[config.mk]
export PLATFORM = sky130hd
export DESIGN_NAME = lhr_ctrl
export DESIGN_NICKNAME = d
export VERILOG_FILES = /design/src/sv/lhr_pkg.sv /design/src/sv/lhr_ctrl.sv
export SDC_FILE = /design/constraint.sdc
export NUM_CORES = 1
export LEC_CHECK = 0
export BUFFER_PORTS_ARGS = -buffer_cell sky130_fd_sc_hd__buf_2
export CORE_ASPECT_RATIO = 1.1
export CORE_MARGIN = 2
export CORE_UTILIZATION = 30
export CTS_CLUSTER_SIZE = 12
export DETAILED_ROUTE_END_ITERATION = 6
export PLACE_DENSITY = 0.62
export SLEW_MARGIN = 20
export SYNTH_ARGS = -nofsm -noshare
export SYNTH_HDL_FRONTEND = slang
export SYNTH_SLANG_ARGS = --single-unit
[constraint.sdc]
create_clock -name clock -period 1.6 [get_ports clock]
set_clock_uncertainty 0.15 [all_clocks]
set_input_delay 0 -clock clock [delete_from_list [all_inputs] [get_ports clock]]
set_output_delay 0 -clock clock [all_outputs]
set_load 0.03 [all_outputs]
[src/sv/lhr_pkg.sv]
package lhr_pkg;

   localparam int ENTRIES_DEF    = 16;
   localparam int LINE_CHARS_DEF = 64;
   localparam int PREFIX_CAP     = 64;
   localparam int PFX_AW         = 6;
   localparam int CNT_W          = 7;
   localparam int IDX_W          = 4;
   localparam int SIZE_W         = 7;
   localparam int CHAR_W         = 8;
   localparam int MODE_W         = 3;
   localparam int READ_MAX       = 64;

   typedef enum logic [MODE_W-1:0] {
      MODE_ADD    = 3'd0,
      MODE_PREFIX = 3'd1,
      MODE_PREV   = 3'd2,
      MODE_NEXT   = 3'd3,
      MODE_READ   = 3'd4,
      MODE_CLEAR  = 3'd5
   } mode_type;

   typedef enum logic [3:0] {
      ST_IDLE,
      ST_DISPATCH,
      ST_ADD_END,
      ST_COMMIT,
      ST_COMMIT_END,
      ST_REDUCE,
      ST_MOVED,
      ST_MATCH_RD,
      ST_MATCH_CMP,
      ST_ADVANCE,
      ST_READ_RD,
      ST_READ_CHK,
      ST_RESULT
   } state_type;

   typedef struct packed {
      logic capture;
      logic add_char;
      logic stg_reset;
      logic set_prefix;
      logic clear;
      logic step_init;
      logic reduce;
      logic take_t;
      logic advance;
      logic cnt_clr;
      logic cnt_inc;
      logic match_rd;
      logic read_rd;
      logic commit_rd;
      logic commit_end;
      logic set_res;
      logic res_from_s;
      logic emit;
      logic emit_char;
   } cmd_type;

   typedef struct packed {
      mode_type mode;
      logic     last;
      logic     nonblank;
      logic     init_stop;
      logic     is_back;
      logic     t_ge;
      logic     s_eq_newest;
      logic     s_eq_oldest;
      logic     cnt_eq_pfx;
      logic     cmp_eq;
      logic     commit_last;
      logic     read_end;
      logic     rd_zero;
      logic     rsp_free;
   } status_type;

   function automatic logic is_space(input logic [CHAR_W-1:0] c);
      return (c == 8'd32) || (c >= 8'd9 && c <= 8'd13);
   endfunction

endpackage

[src/sv/lhr_ctrl.sv]
module lhr_ctrl import lhr_pkg::*; (
   input  logic       clock,
   input  logic       reset,
   input  logic       req_valid,
   output logic       req_ready,
   input  status_type st,
   output cmd_type    cmd
);

   state_type state_ff, state_in;

   always_ff @(posedge clock) begin
      if (reset) begin
         state_ff <= ST_IDLE;
      end else begin
         state_ff <= state_in;
      end
   end

   always_comb begin
      state_in  = state_ff;
      cmd       = '0;
      req_ready = 1'b0;
      case (state_ff)
         ST_IDLE: begin
            req_ready = 1'b1;
            if (req_valid) begin
               cmd.capture = 1'b1;
               state_in    = ST_DISPATCH;
            end
         end
         ST_DISPATCH: begin
            case (st.mode)
               MODE_ADD: begin
                  cmd.add_char = 1'b1;
                  state_in     = st.last ? ST_ADD_END : ST_RESULT;
               end
               MODE_PREFIX: begin
                  cmd.set_prefix = 1'b1;
                  state_in       = ST_RESULT;
               end
               MODE_CLEAR: begin
                  cmd.clear = 1'b1;
                  state_in  = ST_RESULT;
               end
               MODE_PREV, MODE_NEXT: begin
                  if (st.init_stop) begin
                     cmd.set_res = 1'b1;
                     state_in    = ST_RESULT;
                  end else begin
                     cmd.step_init = 1'b1;
                     state_in      = ST_REDUCE;
                  end
               end
               MODE_READ: begin
                  cmd.cnt_clr = 1'b1;
                  state_in    = ST_READ_RD;
               end
               default: state_in = ST_RESULT;
            endcase
         end
         ST_ADD_END: begin
            if (st.nonblank) begin
               cmd.cnt_clr = 1'b1;
               state_in    = ST_COMMIT;
            end else begin
               cmd.stg_reset = 1'b1;
               state_in      = ST_RESULT;
            end
         end
         ST_COMMIT: begin
            cmd.commit_rd = 1'b1;
            if (st.commit_last) state_in = ST_COMMIT_END;
         end
         ST_COMMIT_END: begin
            cmd.commit_end = 1'b1;
            state_in       = ST_RESULT;
         end
         ST_REDUCE: begin
            if (st.t_ge) begin
               cmd.reduce = 1'b1;
            end else begin
               cmd.take_t = 1'b1;
               state_in   = ST_MOVED;
            end
         end
         ST_MOVED: begin
            // forward step onto the newest slot ends the walk there
            if (!st.is_back && st.s_eq_newest) begin
               cmd.set_res    = 1'b1;
               cmd.res_from_s = 1'b1;
               state_in       = ST_RESULT;
            end else begin
               cmd.cnt_clr = 1'b1;
               state_in    = ST_MATCH_RD;
            end
         end
         ST_MATCH_RD: begin
            if (st.cnt_eq_pfx) begin
               cmd.set_res    = 1'b1;
               cmd.res_from_s = 1'b1;
               state_in       = ST_RESULT;
            end else begin
               cmd.match_rd = 1'b1;
               state_in     = ST_MATCH_CMP;
            end
         end
         ST_MATCH_CMP: begin
            if (st.cmp_eq) begin
               cmd.cnt_inc = 1'b1;
               state_in    = ST_MATCH_RD;
            end else begin
               state_in = ST_ADVANCE;
            end
         end
         ST_ADVANCE: begin
            if (st.is_back ? st.s_eq_oldest : st.s_eq_newest) begin
               cmd.set_res = 1'b1;
               state_in    = ST_RESULT;
            end else begin
               cmd.advance = 1'b1;
               state_in    = ST_MOVED;
            end
         end
         ST_READ_RD: begin
            if (st.read_end) begin
               state_in = ST_RESULT;
            end else begin
               cmd.read_rd = 1'b1;
               state_in    = ST_READ_CHK;
            end
         end
         ST_READ_CHK: begin
            if (st.rd_zero) begin
               state_in = ST_RESULT;
            end else if (st.rsp_free) begin
               cmd.emit      = 1'b1;
               cmd.emit_char = 1'b1;
               cmd.cnt_inc   = 1'b1;
               state_in      = ST_READ_RD;
            end
         end
         ST_RESULT: begin
            if (st.rsp_free) begin
               cmd.emit = 1'b1;
               state_in = ST_IDLE;
            end
         end
         default: state_in = ST_IDLE;
      endcase
   end

endmodule

# Word level (Yosys, flattened, before mapping)
# Cells that the tools add are included.
# Widths: inputs -> output; s select.
# totals
latch_bits	0
mem_count	0
rom_bits	0
register_bits	4
mem_bits_rw	0
inputBits	19
# op_classes
shift	0
n_eq_ne	22
n_mux	59
n_mul	0
magnitude_cmp	0
addsub	0
bitwise_logic	0
div_mod_pow	0
reduce_logical	6
# op_table
operator	n
$pmux 4 s13	1
$mux 4	12
$mux 1	32
$eq 4x4->1 const B	5
$eq 4x3->1 const B	4
$pmux 4 s3	1
$mux 2	5
$mux 3	3
$eq 4x2->1 const B	2
$ne 2x2->1 const B	4
$eq 3x2->1 const B	2
$eq 3x3->1 const B	2
$pmux 1 s2	3
$reduce_and 5->1	1
$eq 4x1->1 const B	1
$logic_not 4->1	1
$pmux 1 s4	1
$eq 3x1->1 const B	1
$logic_not 3->1	1
$ne 3x3->1 const B	1
$pmux 1 s3	1
$reduce_or 2->1	1
$logic_and 1x1->1	1
$logic_not 1->1	1

# Depth between registers and ports, before layout
# Gate-level depths: netlist of run 1.
# logic_depth
word_depth	4
mapped_depth	7
mapped_depth_nobuf	5

# Least setup slack after synthesis of run 1
# Ideal clock, no wire load.
# synth_timing
kind	register -> output
from	register state_ff[2]
to	output cmd[18] (netlist bit)
slack_ns	-0.644
required_time_ns	1.450
arrival_ns	2.094
path_stages_with_launch	5
path_cell_list	dfxtp_1 > buf_4 > clkbuf_1 > nor4_1 > and2_1
# synth_rtl
item	line_no	text
start, declared	lhr_ctrl.sv:10	state_type state_ff, state_in;
start signal, assigned	lhr_ctrl.sv:16	state_ff <= state_in;
end, declared	lhr_ctrl.sv:7	output cmd_type cmd

==> flow_summary_export.csv, run 1 <==
group,metric,value,unit
run_status,status,"finished, violations left",
run_status,violations,"negative setup slack",
power_and_ir_drop,power.density,1470,nW/µm²
synthesis,synth-main-ff-cell,"dfxtp_1",
power_and_ir_drop,p_leak,0.000729,µW
synthesis,syn-num-nets,124,
cells_and_area,diodes,0,
grt,top_usage_layer,"met2",
drt,dr.pass1.iters,4,
synthesis,ys_warn_count,0,
synthesis,ys_top_cells_by_area,"dfxtp_1, nor3_1, o32ai_1",
cells_and_area,largest_reg_flops,4,
cells_and_area,area_delta_synth_final,121,%
timing,hold_viol_final,0,
cells_and_area,stdcell_count,214,
placed_design,place.gp.congestion,0.903,
cells_and_area,multi_input_area,782,µm²
clock_network,cts_max_level,1,
synthesis,synth_area_per_cell,6.89,µm²
floorplanning,io_pins,39,
grt,grt_use_met3,2.70,%
timing,maxSlewViolCount,0,
setup_path,path_max_fanout,6,
cells_and_area,fin_nets,205,
synthesis,synth-seq-area-share,11.1,%
grt,grt_use_total,22.3,%
synthesis,async_reset_ff_share,0,%
placed_design,numPortBuffers,38,
grt,antenna_found_initial,0,
floorplanning,die_x,50.8,µm
cells_and_area,seq_area,95.1,µm²
placed_design,dp_slack,-106,ps
clock_network,numClockSinks,4,
clock_network,clk_pin_slew,40,ps
timing,finalCritPeriodShare,103,%
drt,wl,3310,µm
grt,grt_pass1_vias,1112,
drt,drc,0,
floorplanning,row_count,18,
floorplanning,fp.dieH,55.5,µm
floorplanning,core-area,2270,µm²
grt,use_met1,23.4,%
cells_and_area,regMostFlops,"state_ff",
grt,grt_start_max_net_pins,9,
drt,via_per_inst,5.55,
synthesis,synth_top_cell_by_area,"dfxtp_1",
cells_and_area,fillers,171,
timing,slew_headroom,75.3,%
worst_hold_path,hp-class,"in2reg",
timing,max_freq,608,MHz
clock_network,clk_latency,240,ps
timing,worst_slack,-45.9,ps
floorplanning,dieArea,2820,µm²
placed_design,dp_hpwl,2090,µm
clock_network,cts_buffers,3,
setup_path,critPathCaptureType,"output pin",
timing,tightest_slew,370,ps
power_and_ir_drop,ir_drop,1.03,mV
synthesis,ys_types,43,
setup_path,worstPathRequired,1450,ps
floorplanning,start_util,31.8,%
timing,setup_viol,5,
drt,drt_iter0_markers,30,
clock_network,clock_path_buffers,2,
grt,grt_pass1_wl,4840,µm
clock_network,root_buffer,"clkbuf_4",
synthesis,synth_area,723,µm²
job,maxCapViolCount,0,
setup_path,cp.arrival,1500,ps
drt,vias,1188,
synthesis,ys_seq_elements,4,
setup_path,path_class,"reg2out",
grt,use_met2,44.2,%
timing,rsz0062_at_grt,"true",
synthesis,synth_cells,105,
synthesis,synth.top_cell.area_share,11.1,%
cells_and_area,top_regs,"state_ff (4)",
synthesis,synth_edf_count,0,
drt,ant_nets,0,
placed_design,dp.cells,193,
grt,overflow,0,
setup_path,critPathLaunchType,"flip-flop",
clock_network,cts_tree,"built",
drt,wl_per_cell,15.4,µm
timing,fin_crit,1650,ps
cells_and_area,drive_gt1_share,66.3,%
-- layer usage --
layer / wire length [µm] / part of all wire [%]
met2: 1860 / 56
met1: 1240 / 38
met4: 73 / 2.2
met3: 131 / 4.0
met5: 0 / 0
-- power breakdown --
group | switching, µW | leakage, µW | internal [µW] | total (µW)
logic | 999 | 0.000680 | 981 | 1980
clock network | 46.2 | 0.0000138 | 84.2 | 130
registers | 83.8 | 0.0000356 | 160 | 244
total | 1130 | 0.000729 | 1220 | 2350
-- metrics by stage --
stage | total power [µW] | hold slack (ps) | utilization (%) | area [µm²] | setup TNS (ps)
2_1_floorplan | 1160 | -103 | - | 846 | -262
6_report | 2350 | 116 | 70.2 | 1600 | -142
4_1_cts | 2100 | 72.1 | 64.2 | 1460 | -29.4
5_1_grt | 2490 | 142 | 70.2 | 1600 | -925
3_3_place_gp | 1710 | 77.5 | 54.3 | 1230 | -334
3_5_place_dp | 1720 | 81.5 | 54.3 | 1230 | -370
-- layout by cell type (no fill, tap or decap), types with 4 or more instances in the layout --
cell type / count
nor2_1: 9
o21ai_0: 5
nand2b_4: 4
clkbuf_4: 4
buf_4: 38
inv_1: 5
buf_2: 26
dfxtp_4: 4
buf_6: 15
nand2_1: 7
nor3_1: 6
nor4_4: 4
-- final cells by class --
cell class                 instances  area share [%]
sequential                         4            5.96
multi-input combinational         87            49.0
timing repair buffer              84            39.9
inverter                           6            1.41
tap                               30            2.35
clock buffer                       3            1.41
-- cell families after synthesis --
family                 after synthesis  share of synthesized area (%)
AOI/OAI and AO/OA                   27                           29.2
buffers and inverters               14                           10.7
DFF                                  4                           11.1
muxes                                3                           4.33
and+or+nand+nor                     57                           44.6
-- timing repair --
item | CTS | global route
hold buffers | 3 | 0
buffers inserted | 10 | 6
pin swaps | 12 | 11
resized for setup | 36 | 22
hold endpoints to repair | 4 | 0
setup endpoints to repair | 20 | 17
-- cell usage after synthesis, types with 2 or more instances --
cell type / instances
nor2_1: 9
o21ai_0: 5
nand3b_1: 2
mux2i_1: 2
nor3_1: 11
a21oi_1: 4
buf_4: 2
nor4_1: 5
nand2b_2: 2
o32ai_1: 4
and3_1: 2
buf_6: 2
o2bb2ai_1: 2
nand2_1: 9
nor2b_1: 2
nand2b_1: 5
buf_2: 2
clkbuf_1: 2
inv_1: 6
dfxtp_1: 4
-- critical path: stages, from the launching register on --
cell and delay, ps:
dfxtp_4 380, buf_6 130, nand2b_4 80, buf_6 130, nor4_4 250, a31o_2 160
buf_6 130
-- final timing paths --
kind              depth (start not counted)     endpoint         from  slack, ps
setup / recovery                          6       cmd[8]  state_ff[1]        -50
hold / removal                            5  state_ff[3]       st[13]        120
setup reg to reg                          7  state_ff[1]  state_ff[1]          0
hold reg to reg                           2  state_ff[1]  state_ff[1]        530
Note: power is estimated with default switching activity, not from simulation.
==> run 2, diff against run 1 <==
--- a/config.mk
+++ b/config.mk
@@ -8,10 +8,10 @@
 export BUFFER_PORTS_ARGS = -buffer_cell sky130_fd_sc_hd__buf_2
 export CORE_ASPECT_RATIO = 1.1
 export CORE_MARGIN = 2
-export CORE_UTILIZATION = 30
+export CORE_UTILIZATION = 40
 export CTS_CLUSTER_SIZE = 12
 export DETAILED_ROUTE_END_ITERATION = 6
-export PLACE_DENSITY = 0.62
+export PLACE_DENSITY = 0.78
 export SLEW_MARGIN = 20
 export SYNTH_ARGS = -nofsm -noshare
 export SYNTH_HDL_FRONTEND = slang
==> run 2 against run 1 <==
  * The flow still finishes with violations (negative setup slack)
  * Clock power is essentially flat
  * Utilization grew 13 points
  * Design area shrank 9.2%
  * Cell count shrank 13%
  * Die area shrank 23%
  * Critical path type unchanged
==> flow_summary_export.csv, run 2 (same netlist as run 1, synthesis figures left out) <==
group,metric,value,unit
run_status,status,"finished, violations left",
run_status,violations,"negative setup slack",
cells_and_area,fin_nets,190,
floorplanning,die_x,44.5,µm
timing,fin_crit,1710,ps
cells_and_area,mostFrequentLayoutCell,"buf_4",
setup_path,reg2reg_from,"state_ff[0]",
timing,tightest_slew,471,ps
clock_network,cts_max_level,1,
floorplanning,dieArea,2160,µm²
worst_hold_path,worstHoldStart,"st[8]",
grt,grt_pass1_vias,1115,
power_and_ir_drop,total_power,2160,µW
setup_path,startpoint,"state_ff[1]",
timing,rsz0062_at_grt,"true",
cells_and_area,drive_gt1_share,62.7,%
floorplanning,core-area,1740,µm²
grt,overflow,0,
cells_and_area,post-route-cell-area,1450,µm²
drt,via_per_inst,5.97,
cells_and_area,regMostFlops,"state_ff",
drt,drc,0,
cells_and_area,top_regs,"state_ff (4)",
cells_and_area,largest_reg_flops,4,
grt,use_met1,29.1,%
clock_network,clock_path_buffers,2,
timing,worst_slack,-109,ps
setup_path,cp.arrival,1560,ps
setup_path,critPathCaptureType,"output pin",
grt,grt_pass1_wl,4700,µm
placed_design,numPortBuffers,38,
drt,drt_iter0_markers,35,
setup_path,worstPathRequired,1450,ps
timing,slew_headroom,68.4,%
cells_and_area,finalCoreUtilization,83.2,%
grt,top_usage_layer,"met2",
worst_hold_path,hold_end,"cmd[11]",
worst_hold_path,hp-class,"in2out",
floorplanning,row_count,16,
timing,finalCritPeriodShare,107,%
floorplanning,fp.dieH,48.6,µm
power_and_ir_drop,ir_drop,1.07,mV
setup_path,critPathLaunchType,"flip-flop",
drt,wl,3090,µm
placed_design,placedInstanceArea,1190,µm²
setup_path,r2r-end,"state_ff[0]",
grt,use_met2,54.8,%
cells_and_area,diodes,0,
clock_network,numClockSinks,4,
clock_network,cts_buffers,3,
worst_hold_path,holdPathStages,3,
floorplanning,start_util,41.5,%
timing,max_freq,585,MHz
drt,wl_per_cell,16.5,µm
clock_network,clk_pin_slew,40,ps
setup_path,path_class,"reg2out",
cells_and_area,most-common-layout-cells,"buf_4, buf_2, buf_6, nor2_1, nand2_1",
power_and_ir_drop,p_leak,0.000644,µW
timing,maxSlewViolCount,0,
setup_path,path_max_fanout,6,
timing,hold_viol_final,0,
drt,vias,1117,
clock_network,clk_latency,240,ps
drt,ant_nets,0,
placed_design,dp_hpwl,2190,µm
clock_network,root_buffer,"clkbuf_4",
floorplanning,io_pins,39,
drt,dr.pass1.iters,4,
timing,holdWs,139,ps
grt,antenna_found_initial,0,
placed_design,place.gp.congestion,0.906,
setup_path,reg2reg_slack,-10,ps
grt,grt_use_total,28.2,%
job,maxCapViolCount,0,
timing,setup_viol,11,
clock_network,cts_tree,"built",
grt,grt_start_max_net_pins,12,
power_and_ir_drop,power.density,1490,nW/µm²
grt,grt_use_met3,3.36,%
setup_path,reg2regPathDepth,6,
cells_and_area,area_delta_synth_final,100,%
run 2: cell types whose count changed in the layout (fill, tap and decap cells not counted), sizes merged:
cell	change
clkbuf	-1
buf	-14
run 2: power breakdown:
group          internal (µW)  total (µW)  switching (µW)
Sequential               160         251            91.0
Clock                   84.1         128            44.3
Combinational            823        1780             961
Total                   1070        2160            1100
run 2: timing repair:
item	in CTS	in global routing
buffers inserted	3	0
pin swaps	10	10
resized for setup	35	16
gates cloned	0	0
endpoints found under the setup margin	22	17
hold buffers	3	0
hold endpoints to repair	4	0
run 2: layout make-up:
| class | count | area, µm² |
|---|---|---|
| Tap cell | 18 | 22.5 |
| Sequential cell | 4 | 95.1 |
| Multi-Input combinational cell | 87 | 777 |
| Timing Repair Buffer | 69 | 509 |
| Fill cell | 101 | 293 |
| Inverter | 6 | 22.5 |
| Clock buffer | 3 | 22.5 |
run 2: worst max-delay path by stage:
| stage | slack [ps] | cells after the start | endpoint |
|---|---|---|---|
| CTS | -90 | 8 | cmd[3] |
| finish | -110 | 8 | cmd[3] |
| global route | -140 | 8 | cmd[3] |
| global placement | -20 | 6 | state_ff[3] |
| detailed placement | -80 | 5 | state_ff[0] |
| floorplan | -200 | 5 | state_ff[2] |
run 2: worst max-delay path, cell delays in order (launching register included):
cell and delay (ps):
dfxtp_4 370, buf_6 130, nor2_4 130, nand3_4 130, buf_6 140, nor3b_2 140
a21oi_1 70, nand2_1 80, buf_6 130
run 2: metal layers:
metal	vias to the layer above	routed length, µm
li1	523	-
met1	517	1050
met2	61	1750
met3	16	168
met4	0	115
met5	-	0
run 2: metrics by stage:
step / instances / setup TNS [ps] / worst slack, ps
after floorplan: 105 / -262 / -202
after global placement: 179 / -38.0 / -20.8
after detailed placement: 179 / -300 / -81.7
after CTS: 187 / -414 / -90.3
after global routing: 187 / -1220 / -142
final: 187 / -607 / -109
